## config.mk

```make
export PLATFORM = sky130hd
export DESIGN_NAME = bresenham_line_rasterizer_top
export DESIGN_NICKNAME = d
export VERILOG_FILES = /design/src/rtl/core/brl_pkg.sv /design/src/rtl/core/brl_front.sv /design/src/rtl/core/brl_back.sv /design/src/rtl/core/bresenham_line_rasterizer_top.sv
export SDC_FILE = /design/constraint.sdc
export NUM_CORES = 1
export LEC_CHECK = 0
export BUFFER_PORTS_ARGS = -buffer_cell sky130_fd_sc_hd__buf_2
export CELL_PAD_IN_SITES_DETAIL_PLACEMENT = 2
export CELL_PAD_IN_SITES_GLOBAL_PLACEMENT = 2
export CORE_MARGIN = 2
export CORE_UTILIZATION = 37
export CTS_BUF_LIST = sky130_fd_sc_hd__clkbuf_4 sky130_fd_sc_hd__clkbuf_8 sky130_fd_sc_hd__clkbuf_16
export DETAILED_ROUTE_END_ITERATION = 8
export GPL_ROUTABILITY_DRIVEN = 0
export GPL_TIMING_DRIVEN = 0
export MAX_ROUTING_LAYER = met4
export PLACE_DENSITY = 0.83
export SLEW_MARGIN = 20
export SYNTH_ARGS = -nofsm -noshare
export SYNTH_HDL_FRONTEND = slang
export SYNTH_SLANG_ARGS = --single-unit
```

## constraint.sdc

```tcl
create_clock -name clk -period 7.01 [get_ports clk]
set_input_delay 0.701 -clock clk [delete_from_list [all_inputs] [get_ports clk]]
set_output_delay 0.701 -clock clk [all_outputs]
set_load 0.03 [all_outputs]
```

## src/rtl/core/brl_pkg.sv

```systemverilog
`timescale 1ns / 1ps

package brl_pkg;

  // Coordinate and decision widths
  localparam int COORD_BITS = 12;
  localparam int DEC_BITS   = COORD_BITS + 3;

  // Input item kinds
  typedef enum logic {
    KIND_LOAD = 1'b0,
    KIND_REQ  = 1'b1
  } kind_t;

  typedef logic [COORD_BITS-1:0]      coord_t;
  typedef logic signed [DEC_BITS-1:0] dec_t;

  // One input transaction
  typedef struct packed {
    kind_t  kind;
    coord_t start_x;
    coord_t start_y;
    coord_t end_x;
    coord_t end_y;
  } in_item_t;

  // One result transaction
  typedef struct packed {
    coord_t pixel_x;
    coord_t pixel_y;
    logic   last;
  } out_item_t;

  // Classified command handed from front to back
  typedef struct packed {
    kind_t  kind;
    coord_t sx;
    coord_t sy;
    coord_t ex;
    coord_t ey;
    coord_t dx;
    coord_t dy;
    logic   x_neg;
    logic   y_neg;
  } cmd_t;

  // Handshake between front and back
  typedef struct packed {
    logic valid;
    cmd_t cmd;
  } cmd_head_t;

endpackage

```

## src/rtl/core/brl_front.sv

```systemverilog
`timescale 1ns / 1ps

module brl_front import brl_pkg::*; (
  input  logic      clk,
  input  logic      rst_n,
  input  logic      in_push,
  output logic      in_full,
  input  in_item_t  in_item,
  output cmd_head_t head,
  input  logic      head_take
);

  cmd_t       q_r [2];
  logic       wptr_r, wptr_nxt;
  logic       rptr_r, rptr_nxt;
  logic [1:0] cnt_r, cnt_nxt;
  cmd_t       cmd_new;
  logic       do_push, do_pop;

  // Classify: deltas and step directions for loads
  always_comb begin
    cmd_new.kind  = in_item.kind;
    cmd_new.sx    = in_item.start_x;
    cmd_new.sy    = in_item.start_y;
    cmd_new.ex    = in_item.end_x;
    cmd_new.ey    = in_item.end_y;
    cmd_new.x_neg = in_item.end_x < in_item.start_x;
    cmd_new.y_neg = in_item.end_y < in_item.start_y;
    cmd_new.dx    = cmd_new.x_neg ? in_item.start_x - in_item.end_x
                                  : in_item.end_x - in_item.start_x;
    cmd_new.dy    = cmd_new.y_neg ? in_item.start_y - in_item.end_y
                                  : in_item.end_y - in_item.start_y;
  end

  assign in_full    = (cnt_r == 2'd2);
  assign do_push    = in_push && !in_full;
  assign do_pop     = head_take && (cnt_r != 2'd0);
  assign head.valid = (cnt_r != 2'd0);
  assign head.cmd   = q_r[rptr_r];

  // Queue pointers
  always_comb begin
    wptr_nxt = wptr_r ^ do_push;
    rptr_nxt = rptr_r ^ do_pop;
    cnt_nxt  = cnt_r + {1'b0, do_push} - {1'b0, do_pop};
  end

  always_ff @(posedge clk) begin
    if (!rst_n) begin
      wptr_r <= 1'b0;
      rptr_r <= 1'b0;
      cnt_r  <= 2'd0;
    end else begin
      wptr_r <= wptr_nxt;
      rptr_r <= rptr_nxt;
      cnt_r  <= cnt_nxt;
    end
  end

  // Queue storage
  always_ff @(posedge clk) begin
    if (do_push) begin
      q_r[wptr_r] <= cmd_new;
    end
  end

endmodule

```

## src/rtl/core/brl_back.sv

```systemverilog
`timescale 1ns / 1ps

module brl_back import brl_pkg::*; (
  input  logic      clk,
  input  logic      rst_n,
  input  cmd_head_t head,
  output logic      head_take,
  output logic      out_empty,
  input  logic      out_pop,
  output out_item_t out_item
);

  // Line state
  coord_t cur_x_r, cur_x_nxt;
  coord_t cur_y_r, cur_y_nxt;
  coord_t tgt_x_r, tgt_x_nxt;
  coord_t tgt_y_r, tgt_y_nxt;
  dec_t   dec_r, dec_nxt;
  dec_t   inc_a_r, inc_a_nxt;
  dec_t   inc_b_r, inc_b_nxt;
  logic   x_neg_r, x_neg_nxt;
  logic   y_neg_r, y_neg_nxt;
  logic   steep_r, steep_nxt;
  logic   active_r, active_nxt;

  // Result queue
  out_item_t  oq_r [2];
  logic       owptr_r, orptr_r;
  logic [1:0] ocnt_r;
  logic       o_push, o_pop;
  out_item_t  o_new;

  // Load setup
  logic   ld_steep;
  coord_t ld_major, ld_minor;
  dec_t   major_e, minor_e;

  // Step controls
  logic is_last, dneg, step_x, step_y;

  assign head_take = head.valid && (ocnt_r != 2'd2);

  always_comb begin
    ld_steep = head.cmd.dy > head.cmd.dx;
    ld_major = ld_steep ? head.cmd.dy : head.cmd.dx;
    ld_minor = ld_steep ? head.cmd.dx : head.cmd.dy;
    major_e  = {{(DEC_BITS-COORD_BITS){1'b0}}, ld_major};
    minor_e  = {{(DEC_BITS-COORD_BITS){1'b0}}, ld_minor};
  end

  // Load setup, pixel emit and Bresenham step
  always_comb begin
    is_last = steep_r ? (cur_y_r == tgt_y_r) : (cur_x_r == tgt_x_r);
    dneg    = dec_r[DEC_BITS-1];
    step_x  = !steep_r || !dneg;
    step_y  = steep_r || !dneg;

    o_new.pixel_x = cur_x_r;
    o_new.pixel_y = cur_y_r;
    o_new.last    = is_last;
    o_push        = 1'b0;

    cur_x_nxt  = cur_x_r;
    cur_y_nxt  = cur_y_r;
    tgt_x_nxt  = tgt_x_r;
    tgt_y_nxt  = tgt_y_r;
    dec_nxt    = dec_r;
    inc_a_nxt  = inc_a_r;
    inc_b_nxt  = inc_b_r;
    x_neg_nxt  = x_neg_r;
    y_neg_nxt  = y_neg_r;
    steep_nxt  = steep_r;
    active_nxt = active_r;

    if (head_take) begin
      case (head.cmd.kind)
        KIND_LOAD: begin
          cur_x_nxt  = head.cmd.sx;
          cur_y_nxt  = head.cmd.sy;
          tgt_x_nxt  = head.cmd.ex;
          tgt_y_nxt  = head.cmd.ey;
          x_neg_nxt  = head.cmd.x_neg;
          y_neg_nxt  = head.cmd.y_neg;
          steep_nxt  = ld_steep;
          dec_nxt    = minor_e + minor_e - major_e;
          inc_a_nxt  = minor_e + minor_e;
          inc_b_nxt  = minor_e + minor_e - major_e - major_e;
          active_nxt = 1'b1;
        end
        default: begin
          if (active_r) begin
            o_push = 1'b1;
            if (is_last) begin
              active_nxt = 1'b0;
            end else begin
              if (step_x) begin
                cur_x_nxt = x_neg_r ? cur_x_r - 1'b1 : cur_x_r + 1'b1;
              end
              if (step_y) begin
                cur_y_nxt = y_neg_r ? cur_y_r - 1'b1 : cur_y_r + 1'b1;
              end
              dec_nxt = dneg ? dec_r + inc_a_r : dec_r + inc_b_r;
            end
          end
        end
      endcase
    end
  end

  always_ff @(posedge clk) begin
    if (!rst_n) begin
      cur_x_r  <= '0;
      cur_y_r  <= '0;
      tgt_x_r  <= '0;
      tgt_y_r  <= '0;
      dec_r    <= '0;
      inc_a_r  <= '0;
      inc_b_r  <= '0;
      x_neg_r  <= 1'b0;
      y_neg_r  <= 1'b0;
      steep_r  <= 1'b0;
      active_r <= 1'b0;
    end else begin
      cur_x_r  <= cur_x_nxt;
      cur_y_r  <= cur_y_nxt;
      tgt_x_r  <= tgt_x_nxt;
      tgt_y_r  <= tgt_y_nxt;
      dec_r    <= dec_nxt;
      inc_a_r  <= inc_a_nxt;
      inc_b_r  <= inc_b_nxt;
      x_neg_r  <= x_neg_nxt;
      y_neg_r  <= y_neg_nxt;
      steep_r  <= steep_nxt;
      active_r <= active_nxt;
    end
  end

  // Result queue control
  assign out_empty = (ocnt_r == 2'd0);
  assign o_pop     = out_pop && !out_empty;
  assign out_item  = oq_r[orptr_r];

  always_ff @(posedge clk) begin
    if (!rst_n) begin
      owptr_r <= 1'b0;
      orptr_r <= 1'b0;
      ocnt_r  <= 2'd0;
    end else begin
      owptr_r <= owptr_r ^ o_push;
      orptr_r <= orptr_r ^ o_pop;
      ocnt_r  <= ocnt_r + {1'b0, o_push} - {1'b0, o_pop};
    end
  end

  always_ff @(posedge clk) begin
    if (o_push) begin
      oq_r[owptr_r] <= o_new;
    end
  end

endmodule

```

## src/rtl/core/bresenham_line_rasterizer_top.sv

```systemverilog
`timescale 1ns / 1ps

// All-octant Bresenham line generator with queue-style ports on both sides.
// A load transaction (kind 0) latches two endpoints and sets up the line; it
// gives no result. Each request transaction (kind 1) returns the next pixel,
// first endpoint through last endpoint inclusive, with last set on the final
// one; requests while no line is active are dropped. A load always restarts.
// Throughput is one transaction per clock in steady state unless the result
// queue is full: the front stage computes deltas and step directions into a
// two-entry command queue, and the back stage performs one Bresenham step per
// cycle into a two-entry result queue; a request passes through both queues.

module bresenham_line_rasterizer_top import brl_pkg::*; (
  input  logic      clk,
  input  logic      rst_n,
  input  logic      in_push,
  output logic      in_full,
  input  in_item_t  in_item,
  output logic      out_empty,
  input  logic      out_pop,
  output out_item_t out_item
);

  cmd_head_t head;
  logic      head_take;

  brl_front u_front (
    .clk       (clk),
    .rst_n     (rst_n),
    .in_push   (in_push),
    .in_full   (in_full),
    .in_item   (in_item),
    .head      (head),
    .head_take (head_take)
  );

  brl_back u_back (
    .clk       (clk),
    .rst_n     (rst_n),
    .head      (head),
    .head_take (head_take),
    .out_empty (out_empty),
    .out_pop   (out_pop),
    .out_item  (out_item)
  );

endmodule
```

==> Word-level counts from Yosys, hierarchy flattened <==
Memories as Yosys holds them, arrays and structs flattened. A register that Yosys moved wholly into a read port is not among the register bits.
Cells that the tools add are included.
{ "totals": {"regBits": 105, "ram_bits": 200, "input_bits": 53, "out_inout_bits": 27, "elab_cells": 99, "n_memories": 2} }
{ "mem_list": {"columns": ["memory", "words", "word_bits", "rd", "rd_clocked_by_memory_dff", "wr", "line_no", "text"], "rows": [
  ["u_front.q_r", 2, 75, 1, 1, 1, "brl_front.sv:13", "cmd_t q_r [2];"],
  ["u_back.oq_r", 2, 25, 1, 1, 1, "brl_back.sv:27", "out_item_t oq_r [2];"]
]} }
{ "classes": {"n_addsub": 17, "order_cmp": 3, "eq_ne": 8, "muxes": 31, "bitwise_logic": 5, "n_reduce_logical": 16} }
{ "ops": {"columns": ["operator", "count"], "rows": [
  ["12-bit 2-to-1 mux", 14],
  ["15-bit 2-to-1 mux", 4],
  ["12-bit subtractor", 4],
  ["15-bit adder", 2],
  ["15-bit by 13-bit subtractor with 15-bit output", 2],
  ["12-bit by 1-bit adder with 12-bit output (second input constant)", 2],
  ["12-bit equality test", 2],
  ["12-bit < comparator", 2],
  ["12-bit by 1-bit subtractor with 12-bit output (second input constant)", 2],
  ["12-bit by 12-bit adder with 13-bit output", 1],
  ["1-bit 2-to-1 mux", 13],
  ["12-bit greater-than comparator", 1],
  ["2-bit != test (second input constant)", 5],
  ["4-bit AND reduction", 2],
  ["2-bit by 1-bit adder with 2-bit output", 2],
  ["1-bit logical AND", 4],
  ["1-bit logical NOT", 4],
  ["2-bit by 1-bit subtractor with 2-bit output", 2],
  ["1-bit bitwise XOR", 4],
  ["3-bit AND reduction", 1],
  ["2-bit equality test (second input constant)", 1],
  ["2-bit logical NOT", 1],
  ["1-bit logical OR", 2],
  ["2-bit AND reduction", 1],
  ["other kinds (2)", 2]
]} }

==> Logic depth before layout (Yosys ltp) <==
{ "logic_depth": {"ltp_word": 6, "mapped_depth": 34, "mapped_depth_nobuf": 28} }

==> Modules after synthesis <==
A second synthesis with hierarchy kept.
{ "unflattened": {"hier_cells": 1638, "hier_area_um2": 17380.4} }
{ "modules_own_cells": {"columns": ["module", "n_inst", "cells_each", "area_per_inst_um2", "seq_area_each_um2"], "rows": [
  ["brl_back", 1, 1071, 9504.1, 3463.3],
  ["brl_front", 1, 567, 7876.3, 4604.4]
]} }

==> Worst setup path after synthesis <==
OpenSTA, ideal clock, no wires.
{ "synth_path": {"path_type": "flip-flop to flip-flop", "startpoint": "register (tool-made name)", "endpoint": "register u_back.inc_b_r[14]", "setup_time_ns": 0.074, "arrival_time_ns": 7.412, "t_required_ns": 6.936, "path_slack_ns": -0.476, "path_stages_with_launch": 33, "n_path_buf": 7, "period_less_slack_ns": 7.486, "cell_sequence": "dfxtp_1 > buf_6 > buf_6 > buf_6 > clkbuf_1 > mux2_2 > ha_1 > a21oi_1 > a21boi_1 > or2_2 > o31ai_4 > buf_2 > clkbuf_1 > clkbuf_1 > o21ai_0 > ha_1 > nand2_1 > o21ai_2 > a211oi_1 > a31oi_4 > a31oi_1 > a211oi_2 > o21a_1 > mux2_2 > or3_1 > xor2_1 > ha_1 > or3_1 > a211o_1 > a221oi_4 > o21ai_2 > or3b_1 > a31oi_1"} }
{ "synth_lines": {"columns": ["element", "line_no", "text"], "rows": [
  ["end signal, assigned", "brl_back.sv:130", "inc_b_r <= inc_b_nxt;"],
  ["end, declared", "brl_back.sv:20", "dec_t inc_b_r, inc_b_nxt;"]
]} }

==> run summary <==
### Status
* run status: complete, but fails checks
* violated checks: setup timing

### Global route
* via count of the first global-routing pass: 16320
* largest net degree at the start of global routing: 45
* wire length of the first global-routing pass: 108800 um
* Total GRT Usage: 31.74%
* total congestion overflow after global routing: 0
* antenna violations before repair: 3

### Clocking
* H-tree depth: 2
* number of buffers created by CTS: 36
* clock buffer depth: 3
* hold buffer count at CTS: 0
* TritonCTS clock tree: done
* CTS clock-pin slew for the worst setup and hold paths: 0.08 ns
* clock latency at the later pin of the worst-skew pair: 0.59 ns
* TritonCTS Sinks: 303
* root buffer selected by CTS: clkbuf_16

### Critical path
* dominant cell type by count on the critical path: ha_4
* Critical Path Max Stage Delay: 0.72 ns
* Critical Path AT: 8.06 ns
* WS Path Type: reg -> reg
* critical path fanouts, max: 6
* Setup crit start kind: flip-flop
* FF-to-FF setup slack: -0.57 ns
* type of destination of the critical path: flip-flop
* slowest library cell on the worst path: a311oi_2
* Required @ worst endpoint: 7.49 ns

### Drt
* DRC violations left: 0
* final routed wire length divided by cell count: 33.54 um
* post-detailed-routing wire length: 81700 um
* total vias in the final route: 15320
* First-pass DRT Iterations: 5
* antenna-violating nets left: 0
* via count normalized by instance count: 6.289
* violation count after the first detailed-routing iteration: 1379

### Floorplanning
* standard cell core area: 45480 um^2
* x dimension of the die: 219.1 um
* Die Footprint: 47990 um^2
* number of rows created at floorplan: 78
* initial standard-cell utilization of the core: 37.63%
* count of boundary I/O pins: 80
* Die Y: 219.1 um

### STA
* Final Critical Period: 7.584 ns
* Final TNS setup: -3.854 ns
* Slew HR: 15.77%
* Period Utilization, post-route: 108.2%
* RSZ-0062 raised after global routing: true
* Fmax: 131.9 MHz
* Hold Fails Final Rpt: 0
* WHS: 0.3479 ns
* setup violation total in the final timing report: 9
* fin. max-slew vios: 0
* clk_skew: 0.04554 ns
* Worst Tran Pin Value: 1.250 ns
* least setup slack across all paths after layout: -0.5739 ns

### Worst hold path
* min-delay worst type: in -> reg

### Cells and area
* filler cell count in the final layout: 4573
* growth of design area from synthesis to finish: 22.12%
* number of nets in the layout: 1981
* ratio of cells with drive above 1 in the final layout: 21.18%

### Synthesis
* Post-Synthesis Cells: 1624
* warning count from the yosys run: 0
* netlist area before placement: 17110 um^2
* Avg Cell Area, Syn: 10.54 um^2
* Net Count, Synth: 1800
* register bit total from synthesis: 303
* fraction of synthesis flops using an asynchronous set or reset pin: 0%
* number of flops mapped to enable cells by yosys: 200
* sequential share of the synthesized area: 47.14%
* leading register cell type out of synthesis: edfxtp_1
* count of distinct cell types in the synthesized netlist: 89

### Place
* HPWL reported at the end of detailed placement: 47030 um
* total of buffers placed on input and output ports: 79

### Flow run
* total of max-cap violations: 0

state kept, by name, summed over array words and instances (netlist names), 2 cells and up, named ones only:
name,count
u_back.tgt_x_r,12
u_back.ocnt_r,2
u_back.cur_y_r,12
u_back.oq_r,50
u_back.inc_b_r,14
u_back.inc_a_r,12
u_back.dec_r,15
u_back.tgt_y_r,12
u_front.cnt_r,2
u_front.q_r,150
u_back.cur_x_r,12
worst paths after layout:
| check | cells after the start | from | to |
|---|---|---|---|
| min reg2reg | 2 | u_back.inc_b_r[5] | u_back.inc_b_r[5] |
| min | 1 | in_item[35] | u_front.q_r[0][61] |
| max reg2reg | 31 | flip-flop | u_back.inc_b_r[14] |
| max | 31 | flip-flop | u_back.inc_b_r[14] |
repair_timing:
action	in CTS	in global routing
cloned	2	1
gates resized for setup	95	47
pin swaps	23	32
buffers inserted	36	26
setup endpoints to repair	15	10
worst max-delay path, delay by kind of cell (launching register included):
kind	cells	cell delay [ns]
muxes	2	0.54
adders and majority gates	3	0.80
DFF	1	0.34
buffers and inverters	6	0.95
and+or+nand+nor	5	1.23
AOI/OAI and AO/OA	14	3.39
xor gates and xnor gates	1	0.19
through the flow:
step                      setup WS, ns  util (%)  std cells  area (um^2)
after floorplan                0.01173         -       1624        17140
after global placement          -1.357     40.22       2303        18290
after detailed placement        -1.567     40.39       2305        18370
after CTS                     0.008295     44.86       2406        20400
after global routing           -0.6172     45.96       2436        20900
final                          -0.5739     45.96       2436        20900
synth_stat cells (all sizes together) (48+ instances only):
library cell,number,area [um^2]
o21ai,69,352.8
nor2,144,543.0
clkbuf,48,180.2
edfxtp,200,6006
a211oi,56,435.4
mux2,62,698.2
nand2,112,427.9
inv,110,412.9
mux2i,72,753.2
a21oi,118,594.3
ha,115,1439
dfxtp,103,2062
xnor2,56,498.0
per-layer routing:
metal | global-route usage [%] | vias up | wire, um
met5 | - | - | 0
met4 | 19.53 | 0 | 6637
met3 | 5.586 | 389 | 5687
met2 | 52.65 | 893 | 39050
met1 | 35.69 | 7758 | 30330
li1 | - | 6281 | -
cell type report:
cell class	count	area, um^2	area share [%]
multi-input cells	1143	9025	43.18
flip-flops and latches	303	8069	38.61
repair buffers	145	1018	4.873
clock buffers	47	996.0	4.765
well taps	600	750.7	3.592
inverters	114	454.2	2.173
plain buffers	62	356.6	1.706
clock inverters	18	220.2	1.054
diodes	4	10.01	0.04789
cells in the final DEF (no fill, tap or decap), types with 44 or more instances in the layout:
| master | instances |
|---|---|
| edfxtp_1 | 200 |
| nor2_1 | 139 |
| a21oi_1 | 113 |
| nand2_1 | 106 |
| inv_1 | 104 |
| dfxtp_1 | 102 |
| ha_1 | 97 |
| buf_2 | 79 |
| buf_4 | 60 |
| o21ai_0 | 59 |
| mux2i_1 | 58 |
| mux2_2 | 53 |
| xnor2_1 | 51 |
| a211oi_1 | 51 |
| clkbuf_1 | 44 |
logic make-up after synthesis:
logic type	share of synthesized area, %
other	0.02191
DFF	47.14
buffers and inverters	4.094
and+or+nand+nor	10.78
AOI/OAI and AO/OA	15.44
xor gates and xnor gates	4.643
muxes	8.481
adders and majority gates	9.402
Power is left out: the tool's default activity adds up to more than one toggle a clock period on the data nets, which glitch-free logic cannot reach.
